==> src/rtl/qbp_pkg.sv <==
// ----------------------------------------------------------------------------
// qbp_pkg
// Shared types, widths and helper functions for the quantizing bit packer.
// ----------------------------------------------------------------------------
`default_nettype none

package qbp_pkg;

   // Field and register widths.
   localparam int SAMPLE_W   = 20;
   localparam int FRAC_BITS  = 16;
   localparam int CLAMP_W    = FRAC_BITS + 1;
   localparam int CODE_W     = 8;
   localparam int PROD_W     = CLAMP_W + CODE_W;
   localparam int WORD_W     = 32;
   localparam int FILL_W     = 5;
   localparam int TOTAL_W    = FILL_W + 1;
   localparam int BPV_W      = 4;
   localparam int CSR_IDX_W  = 2;
   localparam int CSR_DATA_W = 4;

   // Code width limits and register reset values.
   localparam logic [BPV_W-1:0] BPV_MIN   = 4'd2;
   localparam logic [BPV_W-1:0] BPV_MAX   = 4'd8;
   localparam logic [BPV_W-1:0] BPV_RESET = 4'd8;

   // Output queue geometry.
   localparam int FIFO_DEPTH = 4;
   localparam int FIFO_PTR_W = 2;
   localparam int FIFO_CNT_W = 3;

   // Configuration register indexes.
   localparam logic [CSR_IDX_W-1:0] REG_BITS_PER_VALUE = 2'd0;
   localparam logic [CSR_IDX_W-1:0] REG_BIG_ENDIAN     = 2'd1;

   // One queued result word.
   typedef struct packed {
      logic              last;
      logic [WORD_W-1:0] word;
   } entry_type;

   // Up to two result words produced by one item; slot 1 only follows slot 0.
   typedef struct packed {
      logic      push0;
      entry_type entry0;
      logic      push1;
      entry_type entry1;
   } push_type;

   // Packer status, for checking.
   typedef struct packed {
      logic [FILL_W-1:0] filled;
   } pack_status_type;

   // Output queue status.
   typedef struct packed {
      logic [FIFO_CNT_W-1:0] count;
   } fifo_status_type;

   // Applies the configured byte order to a packed word.
   function automatic logic [WORD_W-1:0] order_word(input logic [WORD_W-1:0] w,
                                                    input logic big);
      logic [WORD_W-1:0] r;
      if (big) begin
         r = {w[7:0], w[15:8], w[23:16], w[31:24]};
      end else begin
         r = w;
      end
      return r;
   endfunction

endpackage

`default_nettype wire

==> src/rtl/quantize_bit_packer.sv <==
// ----------------------------------------------------------------------------
// quantize_bit_packer
// Quantizes fixed-point samples to 2..8-bit codes and packs them LSB first
// into 32-bit words in the configured byte order.
// ----------------------------------------------------------------------------
// A sample is held in the input register, then packed; a word that it completes
// is written into the four-entry result queue and presented from there.
// Throughput: one sample per cycle; the queue drains one word per cycle when
// rsp_stall is low; the input register holds with fewer than two entries free.
// Reset: synchronous; clears the accumulator and the queue, and sets the
// code width to 8 bits and the byte order to little endian.
`default_nettype none

module quantize_bit_packer (
   input  wire logic                            clock,
   input  wire logic                            reset,
   input  wire logic                            req_valid,
   output logic                                 req_stall,
   input  wire logic signed [qbp_pkg::SAMPLE_W-1:0] req_sample,
   input  wire logic                            req_last_sample,
   output logic                                 rsp_valid,
   input  wire logic                            rsp_stall,
   output logic [qbp_pkg::WORD_W-1:0]           rsp_packed_word,
   output logic                                 rsp_last_word,
   input  wire logic                            csr_write,
   input  wire logic [qbp_pkg::CSR_IDX_W-1:0]   csr_index,
   input  wire logic [qbp_pkg::CSR_DATA_W-1:0]  csr_wdata
);

   logic [qbp_pkg::BPV_W-1:0]    bits_per_value_ff, bits_per_value_in;
   logic                         big_endian_ff, big_endian_in;

   logic                         a_valid_ff, a_valid_in;
   logic [qbp_pkg::SAMPLE_W-1:0] a_sample_ff, a_sample_in;
   logic                         a_last_ff, a_last_in;

   logic                         go;
   logic [qbp_pkg::CODE_W-1:0]   code;
   logic [qbp_pkg::BPV_W-1:0]    width;

   qbp_pkg::push_type            push;
   qbp_pkg::pack_status_type     pack_status;
   qbp_pkg::fifo_status_type     fifo_status;
   qbp_pkg::entry_type           head;

   // Configuration register writes.
   always_comb begin
      bits_per_value_in = bits_per_value_ff;
      big_endian_in     = big_endian_ff;
      if (csr_write) begin
         unique case (csr_index)
            qbp_pkg::REG_BITS_PER_VALUE: bits_per_value_in = csr_wdata[qbp_pkg::BPV_W-1:0];
            qbp_pkg::REG_BIG_ENDIAN:     big_endian_in     = csr_wdata[0];
            default: ;
         endcase
      end
   end

   always_ff @(posedge clock) begin
      if (reset) begin
         bits_per_value_ff <= qbp_pkg::BPV_RESET;
         big_endian_ff     <= 1'b0;
      end else begin
         bits_per_value_ff <= bits_per_value_in;
         big_endian_ff     <= big_endian_in;
      end
   end

   // The held item moves on when the queue has room for two words.
   always_comb begin
      go        = a_valid_ff && (fifo_status.count <= qbp_pkg::FIFO_CNT_W'(2));
      req_stall = a_valid_ff && !go;
   end

   // Input register.
   always_comb begin
      a_valid_in  = a_valid_ff;
      a_sample_in = a_sample_ff;
      a_last_in   = a_last_ff;
      if (!req_stall) begin
         a_valid_in  = req_valid;
         a_sample_in = req_sample;
         a_last_in   = req_last_sample;
      end
   end

   always_ff @(posedge clock) begin
      if (reset) begin
         a_valid_ff <= 1'b0;
      end else begin
         a_valid_ff <= a_valid_in;
      end
   end

   always_ff @(posedge clock) begin
      a_sample_ff <= a_sample_in;
      a_last_ff   <= a_last_in;
   end

   qbp_quant u_quant (
      .sample         (a_sample_ff),
      .bits_per_value (bits_per_value_ff),
      .code           (code),
      .width          (width)
   );

   qbp_pack u_pack (
      .clock      (clock),
      .reset      (reset),
      .go         (go),
      .last       (a_last_ff),
      .code       (code),
      .width      (width),
      .big_endian (big_endian_ff),
      .push       (push),
      .status     (pack_status)
   );

   qbp_fifo u_fifo (
      .clock     (clock),
      .reset     (reset),
      .push      (push),
      .rsp_stall (rsp_stall),
      .rsp_valid (rsp_valid),
      .head      (head),
      .status    (fifo_status)
   );

   assign rsp_packed_word = head.word;
   assign rsp_last_word   = head.last;

`ifndef SYNTH
   // The queue never holds more words than it has entries.
   a_fifo_bound: assert property (@(posedge clock) disable iff (reset)
      fifo_status.count <= qbp_pkg::FIFO_CNT_W'(qbp_pkg::FIFO_DEPTH))
      else $error("result queue overflow");

   // A second word for one item only follows a first one.
   a_push_order: assert property (@(posedge clock) disable iff (reset)
      push.push1 |-> push.push0)
      else $error("second result word without a first");

   // The last sample of a stream leaves the accumulator empty.
   a_flush_clears: assert property (@(posedge clock) disable iff (reset)
      (go && a_last_ff) |=> (pack_status.filled == '0))
      else $error("accumulator not cleared after last sample");

   // No result is offered right after reset.
   a_reset_empty: assert property (@(posedge clock)
      reset |=> !rsp_valid)
      else $error("result offered after reset");
`endif

endmodule

`default_nettype wire

==> src/rtl/qbp_quant.sv <==
// ----------------------------------------------------------------------------
// qbp_quant
// Clamps a fixed-point sample to zero..one and scales it to an n-bit code.
// ----------------------------------------------------------------------------
`default_nettype none

module qbp_quant (
   input  wire logic [qbp_pkg::SAMPLE_W-1:0] sample,
   input  wire logic [qbp_pkg::BPV_W-1:0]    bits_per_value,
   output logic [qbp_pkg::CODE_W-1:0]        code,
   output logic [qbp_pkg::BPV_W-1:0]         width
);

   logic [qbp_pkg::CLAMP_W-1:0] clamped;
   logic [qbp_pkg::CODE_W:0]    max_wide;
   logic [qbp_pkg::CODE_W-1:0]  max_code;
   logic [qbp_pkg::PROD_W-1:0]  product;

   // Out-of-range code widths are held to the legal range.
   always_comb begin
      if (bits_per_value < qbp_pkg::BPV_MIN) begin
         width = qbp_pkg::BPV_MIN;
      end else if (bits_per_value > qbp_pkg::BPV_MAX) begin
         width = qbp_pkg::BPV_MAX;
      end else begin
         width = bits_per_value;
      end
   end

   // Negative samples go to zero and anything above one is held at one.
   always_comb begin
      if (sample[qbp_pkg::SAMPLE_W-1]) begin
         clamped = '0;
      end else if (sample > qbp_pkg::SAMPLE_W'(1 << qbp_pkg::FRAC_BITS)) begin
         clamped = qbp_pkg::CLAMP_W'(1 << qbp_pkg::FRAC_BITS);
      end else begin
         clamped = sample[qbp_pkg::CLAMP_W-1:0];
      end
   end

   // Scale by the largest code and drop the fraction bits.
   always_comb begin
      max_wide = ((qbp_pkg::CODE_W+1)'(1) << width) - (qbp_pkg::CODE_W+1)'(1);
      max_code = max_wide[qbp_pkg::CODE_W-1:0];
      product  = qbp_pkg::PROD_W'(clamped) * qbp_pkg::PROD_W'(max_code);
      code     = product[qbp_pkg::FRAC_BITS +: qbp_pkg::CODE_W];
   end

endmodule

`default_nettype wire

==> src/rtl/qbp_pack.sv <==
// ----------------------------------------------------------------------------
// qbp_pack
// Bit accumulator: places each code at the lowest free bit and hands out
// completed and flushed words.
// ----------------------------------------------------------------------------
`default_nettype none

module qbp_pack (
   input  wire logic                         clock,
   input  wire logic                         reset,
   input  wire logic                         go,
   input  wire logic                         last,
   input  wire logic [qbp_pkg::CODE_W-1:0]   code,
   input  wire logic [qbp_pkg::BPV_W-1:0]    width,
   input  wire logic                         big_endian,
   output qbp_pkg::push_type                 push,
   output qbp_pkg::pack_status_type          status
);

   localparam int WIDE_W = qbp_pkg::WORD_W + qbp_pkg::CODE_W;

   logic [qbp_pkg::WORD_W-1:0]  partial_ff, partial_in;
   logic [qbp_pkg::FILL_W-1:0]  filled_ff, filled_in;

   logic [WIDE_W-1:0]           shifted;
   logic [qbp_pkg::WORD_W-1:0]  merged;
   logic [qbp_pkg::TOTAL_W-1:0] total;
   logic                        full;
   logic [qbp_pkg::WORD_W-1:0]  next_partial;
   logic [qbp_pkg::FILL_W-1:0]  next_filled;

   // Merge the code and work out what stays in the accumulator.
   always_comb begin
      shifted = WIDE_W'(code) << filled_ff;
      merged  = partial_ff | shifted[qbp_pkg::WORD_W-1:0];
      total   = qbp_pkg::TOTAL_W'(filled_ff) + qbp_pkg::TOTAL_W'(width);
      full    = total[qbp_pkg::TOTAL_W-1];
      if (full) begin
         next_partial = qbp_pkg::WORD_W'(shifted[WIDE_W-1:qbp_pkg::WORD_W]);
      end else begin
         next_partial = merged;
      end
      next_filled = total[qbp_pkg::FILL_W-1:0];
   end

   // Build the result words: a completed word first, then a flushed remainder.
   always_comb begin
      push = '0;
      if (go) begin
         if (full) begin
            push.push0       = 1'b1;
            push.entry0.word = qbp_pkg::order_word(merged, big_endian);
            push.entry0.last = last && (next_filled == '0);
            push.push1       = last && (next_filled != '0);
            push.entry1.word = qbp_pkg::order_word(next_partial, big_endian);
            push.entry1.last = 1'b1;
         end else begin
            push.push0       = last && (next_filled != '0);
            push.entry0.word = qbp_pkg::order_word(next_partial, big_endian);
            push.entry0.last = 1'b1;
         end
      end
   end

   // The last sample of a stream clears the accumulator.
   always_comb begin
      partial_in = partial_ff;
      filled_in  = filled_ff;
      if (go) begin
         if (last) begin
            partial_in = '0;
            filled_in  = '0;
         end else begin
            partial_in = next_partial;
            filled_in  = next_filled;
         end
      end
   end

   always_ff @(posedge clock) begin
      if (reset) begin
         partial_ff <= '0;
         filled_ff  <= '0;
      end else begin
         partial_ff <= partial_in;
         filled_ff  <= filled_in;
      end
   end

   assign status.filled = filled_ff;

endmodule

`default_nettype wire

==> src/rtl/qbp_fifo.sv <==
// ----------------------------------------------------------------------------
// qbp_fifo
// Four-entry result queue that takes up to two words per cycle and hands
// out one while rsp_stall is low.
// ----------------------------------------------------------------------------
`default_nettype none

module qbp_fifo (
   input  wire logic                         clock,
   input  wire logic                         reset,
   input  wire qbp_pkg::push_type            push,
   input  wire logic                         rsp_stall,
   output logic                              rsp_valid,
   output qbp_pkg::entry_type                head,
   output qbp_pkg::fifo_status_type          status
);

   qbp_pkg::entry_type mem [qbp_pkg::FIFO_DEPTH];

   logic [qbp_pkg::FIFO_PTR_W-1:0] wr_ptr_ff, wr_ptr_in;
   logic [qbp_pkg::FIFO_PTR_W-1:0] rd_ptr_ff, rd_ptr_in;
   logic [qbp_pkg::FIFO_CNT_W-1:0] count_ff, count_in;
   logic [qbp_pkg::FIFO_PTR_W-1:0] wr_next;
   logic                           pop;

   // Pointer and count updates.
   always_comb begin
      pop       = (count_ff != '0) && !rsp_stall;
      wr_next   = wr_ptr_ff + qbp_pkg::FIFO_PTR_W'(1);
      wr_ptr_in = wr_ptr_ff + qbp_pkg::FIFO_PTR_W'(push.push0)
                            + qbp_pkg::FIFO_PTR_W'(push.push1);
      rd_ptr_in = rd_ptr_ff + qbp_pkg::FIFO_PTR_W'(pop);
      count_in  = count_ff + qbp_pkg::FIFO_CNT_W'(push.push0)
                           + qbp_pkg::FIFO_CNT_W'(push.push1)
                           - qbp_pkg::FIFO_CNT_W'(pop);
   end

   always_ff @(posedge clock) begin
      if (reset) begin
         wr_ptr_ff <= '0;
         rd_ptr_ff <= '0;
         count_ff  <= '0;
      end else begin
         wr_ptr_ff <= wr_ptr_in;
         rd_ptr_ff <= rd_ptr_in;
         count_ff  <= count_in;
      end
   end

   // Queue storage.
   always_ff @(posedge clock) begin
      if (push.push0) begin
         mem[wr_ptr_ff] <= push.entry0;
      end
      if (push.push1) begin
         mem[wr_next] <= push.entry1;
      end
   end

   assign rsp_valid    = (count_ff != '0);
   assign head         = mem[rd_ptr_ff];
   assign status.count = count_ff;

endmodule

`default_nettype wire
==> config.mk <==
export PLATFORM = sky130hd
export DESIGN_NAME = quantize_bit_packer
export DESIGN_NICKNAME = d
export VERILOG_FILES = /design/src/rtl/qbp_pkg.sv /design/src/rtl/quantize_bit_packer.sv /design/src/rtl/qbp_quant.sv /design/src/rtl/qbp_pack.sv /design/src/rtl/qbp_fifo.sv
export SDC_FILE = /design/constraint.sdc
export NUM_CORES = 1
export LEC_CHECK = 0
export ABC_AREA = 0
export BUFFER_PORTS_ARGS = -buffer_cell sky130_fd_sc_hd__buf_2
export CORE_UTILIZATION = 27
export CTS_BUF_LIST = sky130_fd_sc_hd__clkbuf_8
export CTS_CLUSTER_DIAMETER = 80
export DETAILED_ROUTE_END_ITERATION = 8
export GPL_TIMING_DRIVEN = 0
export PLACE_DENSITY = 0.46
export SYNTH_ARGS = -nofsm -noshare
export SYNTH_HDL_FRONTEND = slang
export SYNTH_SLANG_ARGS = --single-unit
export TNS_END_PERCENT = 5
==> constraint.sdc <==
create_clock -name clock -period 24.7 [get_ports clock]
set_clock_uncertainty 0.05 [all_clocks]
set_input_delay 2.47 -clock clock [delete_from_list [all_inputs] [get_ports clock]]
set_output_delay 2.47 -clock clock [all_outputs]
set_load 0.01 [all_outputs]
## Word level (Yosys, flattened, before mapping)

Memories as Yosys holds them, arrays and structs flattened. A register that Yosys moved wholly into a read port is not among the register bits.
Cells that the tools add are included.

- Bits in registers: 71
- Bits in writable memories: 132
- Input port bits: 32
- Output and inout bits: 35
- Logic and storage cells: 59
- Memories kept: 1

- Add/subtract/negate cells: 9
- $mul: 1
- $lt $le $gt $ge: 4
- Eq/ne operators: 1
- Shifts and indexed selects: 2
- Multiplexer cells: 17
- Bitwise logic cells: 1
- Reductions and logical operators: 13

Memory list:

| memory | depth | bits a word | read ports | clocked after Yosys merged registers in | wr ports | RTL line | RTL |
|---|---|---|---|---|---|---|---|
| u_fifo.mem | 4 | 33 | 1 | 1 | 2 | qbp_fifo.sv:18 | `qbp_pkg::entry_type mem [qbp_pkg::FIFO_DEPTH];` |

Operators with widths:

| cell | count |
|---|---|
| $mux 32 | 4 |
| $mux 34 | 2 |
| $mux 68 | 1 |
| $shl 8x5->40 | 1 |
| $mux 17 | 2 |
| $or 32x32->32 | 1 |
| $mul 17x8->24 | 1 |
| $gt 20x17->1 const B | 1 |
| $mux 4 | 2 |
| $shl 1x4->8 const A | 1 |
| $sub 8x2->8 const B | 1 |
| $add 2x1->2 | 3 |
| $add 3x1->3 | 2 |
| $add 5x4->6 | 1 |
| $logic_and 1x1->1 | 5 |
| $logic_not 5->1 | 1 |
| $mux 5 | 1 |
| $reduce_bool 5->1 | 1 |
| $gt 4x4->1 const B | 1 |
| $lt 4x2->1 const B | 1 |
| $mux 1 | 4 |
| $reduce_and 2->1 | 2 |
| $le 3x2->1 const B | 1 |
| $reduce_bool 3->1 | 1 |
| 6 further kinds | 7 |

## Depth between registers and ports, before layout

Gate-level depths: netlist of run 1.

- Depth in word-level cells: 15
- Mapped depth: 28
- Mapped depth without buffers: 25

## Cells and area by module

From an unflattened synthesis of run 1, not the netlist that was laid out.

- Cells, all modules: 1306
- Area, all modules: 14775.4 sq um

Modules (own cells, without submodules):

| module | instances | cells each | area each (sq um) | sequential area each (sq um) |
|---|---|---|---|---|
| qbp_fifo | 1 | 357 | 6736.5 | 4103.9 |
| qbp_quant | 1 | 482 | 4018.9 | 0.0 |
| qbp_pack | 1 | 416 | 3096.7 | 740.7 |
| quantize_bit_packer | 1 | 51 | 923.4 | 750.7 |

## Worst setup path after synthesis of run 1

No wires, ideal clock.

- Path type: reg-to-reg
- Start point: reg a_sample_ff[12] (netlist name)
- End point: mem u_fifo.mem[0][0] (netlist name) (data pin)
- Arrival: 7.461 ns
- Path slack: 16.915 ns
- Stages on the path, launching flop included: 26
- Buffers on the path: 3
- Clock period less this slack: 7.785 ns
- Cell sequence: edfxtp_1 or4b_2 nor3_1 nand4_1 a2111oi_2 and2_0 clkbuf_1 o21ai_0 fa_1 fa_1 fa_1 inv_1 fa_1 ha_1 buf_2 and4_1 and3_1 a21o_1 or3_1 buf_2 xor2_2 mux2_4 a311o_4 o211a_4 o311ai_4 o22ai_1

RTL lines:

| item | RTL line | RTL |
|---|---|---|
| from (decl) | quantize_bit_packer.sv:34 | `logic [qbp_pkg::SAMPLE_W-1:0] a_sample_ff, a_sample_in;` |
| from (signal assigned) | quantize_bit_packer.sv:96 | `a_sample_ff <= a_sample_in;` |
| to (decl) | qbp_fifo.sv:18 |  |

==> results of run 1 <==
how the worst min path moves through the flow:
stage	end	from	slack, ns
final	u_pack.partial_ff[5]	u_pack.partial_ff[5]	0.41
after global routing	u_pack.partial_ff[31]	u_pack.partial_ff[31]	0.43
after CTS	u_pack.partial_ff[5]	u_pack.partial_ff[5]	0.41
after detailed placement	u_pack.partial_ff[5]	u_pack.partial_ff[5]	0.40
after global placement	u_pack.partial_ff[2]	u_pack.partial_ff[2]	0.39
after floorplan	u_pack.partial_ff[2]	u_pack.partial_ff[2]	0.38
logic make-up after synthesis:
logic type	after synthesis	share of synthesized area [%]
buf+inv	203	5.368
fa+ha+maj	140	17.11
compound gates	282	14.59
other cells	1	0.02633
flops	203	39.29
mux	48	6.519
simple gates	512	15.99
xor+xnor	17	1.098
power groups by stage:
stage / Sequential (uW) / Combinational (uW) / Clock (uW)
finish: 399 / 369 / 310
global route: 401 / 407 / 332
CTS: 399 / 372 / 317
detailed placement: 406 / 371 / 0
global placement: 407 / 366 / 0
floorplan: 403 / 247 / 0
critical path: stages, from the launching register on:
cell       delay [ns]
edfxtp_1         0.41
or4b_2           0.68
nor3_1           0.15
nand4_1          0.14
a2111oi_2        0.89
nand2_1          0.50
nor2_1           0.27
fa_1             0.49
fa_1             0.48
fa_1             0.52
fa_1             0.42
ha_1             0.35
a21o_1           0.21
a221oi_2         0.42
o21ai_0          0.17
or3_1            0.38
and2_0           0.17
clkbuf_1         0.22
a22o_1           0.37
a221oi_1         0.77
a211oi_1         0.17
o21ai_1          0.35
o22ai_1          0.17
final cells by class:
cell class	count	area (um2)
clock inverters	20	140.1
well taps	680	850.8
clock buffers	39	536.8
multi-input cells	1001	7923
plain buffers	79	299.0
inverters	124	465.4
repair buffers	70	417.9
fillers	5419	35490
flip-flops and latches	203	5595
stage by stage:
stage                     total power (uW)  hold slack (ns)
after detailed placement             776.5           0.3990
after CTS                             1088           0.4073
after floorplan                      649.2           0.3816
final                                 1078           0.4068
after global routing                  1141           0.4301
after global placement               773.3           0.3886
placed cells by master, fill, tap and decap left out, drive strengths merged, types with 7 or more instances in the layout:
cell type  Yosys  final
dfxtp         50     50
a221oi         8      8
clkbuf        67    106
nand2b        14     14
a21oi         51     51
fa            92     92
o31ai          8      8
ha            46     46
nor2         247    247
a22oi         19     19
or3           12     12
or2           19     19
a21o           7      7
clkinv         1     10
and3          11     11
a22o          11     11
nor3          36     36
buf           12     82
nand3         25     25
mux2i          8      8
mux4          35     35
edfxtp       153    153
xnor2         12     12
o21ai         44     44
a211oi         8      8
o211a          8      8
nor2b          7      7
inv          123    132
and2          15     15
nand2        107    107
o22ai         49     49
layer usage:
layer / GRT usage [%] / wire (um) / up-vias
met4: 4.400 / 857 / 0
met2: 25.57 / 19350 / 381
met3: 3.752 / 3061 / 62
met5: 0 / 0 / -
met1: 24.09 / 21090 / 5641
li1: - / - / 5237
sequential cells by signal, summed over array words and instances, names as in the netlist:
| name | cells |
|---|---|
| a_last_ff | 1 |
| a_sample_ff | 20 |
| a_valid_ff | 1 |
| big_endian_ff | 1 |
| bits_per_value_ff | 4 |
| u_fifo.mem | 132 |
| u_fifo.rd_ptr_ff | 2 |
| u_fifo.status | 3 |
| u_fifo.wr_ptr_ff | 2 |
| u_pack.partial_ff | 32 |
| u_pack.status | 5 |
==> results.py, run 1 <==
metrics = {
    "detailed_routing": {
        "ant_nets": 0,
        "first_iter_violations": 926,
        "wirelength_um": 44360,
        "drc": 0,
        "wire_per_inst_um": 20.02,
        "firstDrtPassIters": 6,
        "vias": 11320,
        "vias_per_cell": 5.109,
    },
    "placement": {
        "preCtsSetupSlack_ns": 15.71,
        "place_congestion": 0.9280,
        "place_area_um2": 15550,
        "place.detailed.instances": 2157,
        "dpl.hpwl_um": 34000,
        "port_buffers": 66,
    },
    "clock_network": {
        "cts_tree": "built",
        "cts_max_path_buffers": 3,
        "ctsResizeCount": 0,
        "h-tree-depth": 2,
        "root_buffer": "clkbuf_8",
        "post_cts.repair.setup_buffers": 0,
        "ctsHoldBuffers": 0,
        "cts_inserted_buffers": 38,
        "clkSinkCount": 203,
        "insertion_delay_ns": 0.57,
        "path_clk_slew_ns": 0.06,
    },
    "floorplanning": {
        "num_io_pins": 67,
        "die_area_um2": 53670,
        "initial_core_util_pct": 27.54,
        "die_w_um": 231.7,
        "rows": 83,
        "core_um2": 51720,
        "die_y_um": 231.7,
    },
    "hold_path": {
        "min_path_type": "reg2reg",
        "whs_path_depth": 2,
    },
    "synthesis": {
        "postSynthAreaPerCell_um2": 10.13,
        "syn_area_um2": 14240,
        "post-synth-top-count-cell": "nor2_1",
        "synth_warnings": 0,
        "yosysSeqAreaShare_pct": 39.29,
        "ys_ff_latch": 203,
        "synth_cell_type_count": 86,
        "yosys_most_used_dff": "edfxtp_1",
        "netlist_top_cells_area": "edfxtp_1 32%, fa_1 13%, dfxtp_1 7.0%",
        "synthArstFlopShare_pct": 0,
        "synth-edff-count": 153,
        "netlist_top_cells_count": "247 x nor2_1, 153 x edfxtp_1, 123 x inv_1",
        "synthCells": 1406,
        "yosysTopAreaCell": "edfxtp_1",
        "synth_top_area_share_pct": 32.26,
    },
    "sta": {
        "hold_violations": 0,
        "tns_ns": 0,
        "rsz0062_at_grt": "false",
        "maxSlewHeadroom_pct": 14.59,
        "setup_viol": 0,
        "period_needed_ns": 9.021,
        "tightest_slew_ns": 1.271,
        "worst_slack_ns": 15.68,
        "fmax_ghz": 0.1109,
        "fin_crit_sh_pct": 36.52,
        "slew_viol_final": 0,
    },
    "power": {
        "p_per_area_nw_per_um2": 66.43,
        "power.internal_uw": 689.2,
        "irDropWorstVdd_uv": 37.58,
        "sequentialPowerShare_pct": 37.0,
        "switching_share_pct": 36.08,
        "pwr-share-clk_pct": 28.8,
        "switching_power_uw": 388.9,
        "cellLeakagePower_uw": 0.006387,
        "pwr-share-comb_pct": 34.2,
    },
    "setup_path": {
        "worst_setup_path_end_kind": "flop",
        "crit-reg2reg-launch": "a_sample_ff[12]",
        "crit_arrival_ns": 9.25,
        "timing.critical_path.from": "a_sample_ff[12]",
        "reg2reg_depth": 22,
        "cp-endpoint": "u_fifo.mem[0][5]",
        "critical_path_class": "reg2reg",
        "reg2reg_slack_ns": 15.68,
        "r2r-end": "u_fifo.mem[0][5]",
        "crit_fanout": 10,
        "crit_path_start_kind": "flop",
        "crit_required_ns": 24.93,
    },
    "layout": {
        "final_nets": 1687,
        "finish.utilization_pct": 31.38,
        "stdcell_area_um2": 16230,
        "diodes": 0,
        "drive_above_1_share_pct": 13.09,
        "syn_to_final_growth_pct": 13.95,
        "final_cells": 2216,
    },
    "global_routing": {
        "grt_max_degree": 25,
        "antenna_found_initial": 0,
        "grt_pass1_vias": 11270,
        "grt_usage_pct": 16.86,
        "grt_pass1_wl_um": 68860,
        "overflow": 0,
    },
    "run_status": {
        "outcome": "complete, no violations",
    },
    "flow_run": {
        "max-cap-violations": 0,
    },
}
Power figures use the tool's default switching activity.
==> run 2, diff against run 1 <==
==> constraint.sdc (replaced) <==
create_clock -name clock -period 9.3 [get_ports clock]
set_clock_uncertainty 0.05 [all_clocks]
set_input_delay 0.93 -clock clock [delete_from_list [all_inputs] [get_ports clock]]
set_output_delay 0.93 -clock clock [all_outputs]
set_load 0.01 [all_outputs]
==> run 2 against run 1 <==
- non-clock buffer count is the same
- register-to-register slack lost 15 ns
- global-route usage is the same
- critical path depth grew 5
- maximum frequency grew 3.3%
- via count shrank 0.50%
- die area is the same
- core utilization is essentially flat
- power grew to 2.7 times the previous value
- critical endpoint is now u_fifo.mem[3][18]
==> results.py, run 2 (same netlist as run 1, synthesis figures left out) <==
metrics = {
    "global_routing": {
        "antenna_found_initial": 0,
        "grt_pass1_wl_um": 68860,
        "grt_max_degree": 25,
        "overflow": 0,
        "grt_pass1_vias": 11270,
        "grt_usage_pct": 16.86,
    },
    "detailed_routing": {
        "ant_nets": 0,
        "first_iter_violations": 915,
        "wire_per_inst_um": 20.00,
        "vias_per_cell": 5.083,
        "top_layer": "met4",
        "firstDrtPassIters": 6,
        "vias": 11260,
        "m1WireLength_um": 20980,
        "drc": 0,
        "met3_length_um": 3156,
        "dr_wl_met2_um": 19370,
        "wirelength_um": 44330,
    },
    "clock_network": {
        "cts_max_path_buffers": 3,
        "insertion_delay_ns": 0.58,
        "h-tree-depth": 2,
        "cts_inserted_buffers": 38,
        "path_clk_slew_ns": 0.06,
        "ctsHoldBuffers": 0,
        "cts_tree": "built",
        "root_buffer": "clkbuf_8",
        "clkSinkCount": 203,
    },
    "setup_path": {
        "crit_arrival_ns": 8.97,
        "cpMostUsedCell": "fa_1",
        "crit_path_start_kind": "flop",
        "crit_fanout": 10,
        "crit_buf_inv": 6,
        "cpMaxStageDelayCell": "o31ai_1",
        "critical_path_class": "reg2reg",
        "slowest_delay_ns": 0.88,
        "crit_required_ns": 9.54,
        "worst_setup_path_end_kind": "flop",
        "crit_family": "simple AND/OR/NAND/NOR gates",
    },
    "floorplanning": {
        "num_io_pins": 67,
        "initial_core_util_pct": 27.54,
        "rows": 83,
        "die_area_um2": 53670,
        "die_y_um": 231.7,
        "die_w_um": 231.7,
        "core_um2": 51720,
    },
    "layout": {
        "drive_above_1_share_pct": 13.15,
        "final_nets": 1687,
        "final_common_cell": "nor2_1",
        "syn_to_final_growth_pct": 14.08,
        "finish.utilization_pct": 31.41,
        "largest_reg_flops": 132,
        "largestRegisters": "u_fifo.mem: 132 flops, u_pack.partial_ff: 32 flops, a_sample_ff: 20 flops",
        "layout_common_cells": "245 x nor2_1, 153 x edfxtp_1, 130 x inv_1",
        "regMostFlops": "u_fifo.mem",
        "diodes": 0,
    },
    "power": {
        "irDropWorstVdd_uv": 99.88,
        "cellLeakagePower_uw": 0.006390,
        "p_per_area_nw_per_um2": 176.3,
    },
    "sta": {
        "holdWs_ns": 0.4048,
        "hold_violations": 0,
        "setup_viol": 0,
        "fin_crit_sh_pct": 93.90,
        "rsz0062_at_grt": "false",
        "tightest_slew_ns": 1.272,
        "tns_ns": 0,
        "slew_viol_final": 0,
        "fmax_ghz": 0.1145,
        "maxSlewHeadroom_pct": 14.57,
        "period_needed_ns": 8.733,
    },
    "placement": {
        "place_congestion": 0.9280,
        "port_buffers": 66,
        "dpl.hpwl_um": 34000,
    },
    "run_status": {
        "outcome": "complete, no violations",
    },
    "hold_path": {
        "min_path_type": "reg2reg",
    },
    "flow_run": {
        "max-cap-violations": 0,
    },
}
==> run 2: cell types whose count changed in the layout (fill, tap and decap cells not counted) <==
| cell | previous run | this run |
|---|---|---|
| a2111oi_2 | 1 | 0 |
| a221oi_2 | 1 | 2 |
| a2111oi_4 | 0 | 1 |
| a221oi_1 | 7 | 6 |
==> run 2: final cells by class <==
type                       instances  area [um2]
multi-input combinational       1001        7941
tap                              680       850.8
clock buffer                      39       536.8
inverter                         124       465.4
timing repair buffer              70       417.9
fill                            5419       35470
buffer                            79       299.0
sequential                       203        5595
clock inverter                    20       140.1
==> run 2: tightest hold or removal path: stages, from the launching register on <==
cell     delay [ns]
dfxtp_1        0.31
nand2_1        0.05
a21oi_1        0.05
==> run 2: metrics by stage <==
stage / cells / cell area [um2] / power [uW] / worst slack [ns]
global route: 2216 / 16250 / 3032 / 0.08129
finish: 2216 / 16250 / 2865 / 0.5670
global placement: 2153 / 15430 / 2054 / 0.3363
floorplan: 1407 / 14240 / 1724 / 1.515
CTS: 2216 / 16230 / 2891 / 0.3093
detailed placement: 2157 / 15550 / 2062 / 0.3121
==> run 2: path summary, 6_finish.rpt <==
kind,start,to,slack (ns),depth (start not counted)
min,u_pack.partial_ff[5],u_pack.partial_ff[5],0.40,2
max,a_sample_ff[12],u_fifo.mem[3][18],0.57,27
min reg2reg,u_pack.partial_ff[5],u_pack.partial_ff[5],0.40,2
max reg2reg,a_sample_ff[12],u_fifo.mem[3][18],0.57,27
==> run 2: timing repair <==
item / 4_1_cts / 5_1_grt
buffers inserted: 0 / 0
resized for setup: 0 / 2
endpoints found under the setup margin: 0 / 58
==> run 2: layer usage <==
layer	GRT usage, %	vias up
met1	24.09	5619
met5	0	-
met3	3.752	55
li1	-	5231
met2	25.57	359
met4	4.400	0
==> run 2: report_power, final <==
part	switching [uW]	internal, uW
Clock	382	441
Sequential	27.5	1030
Combinational	624	357
Total	1030	1830
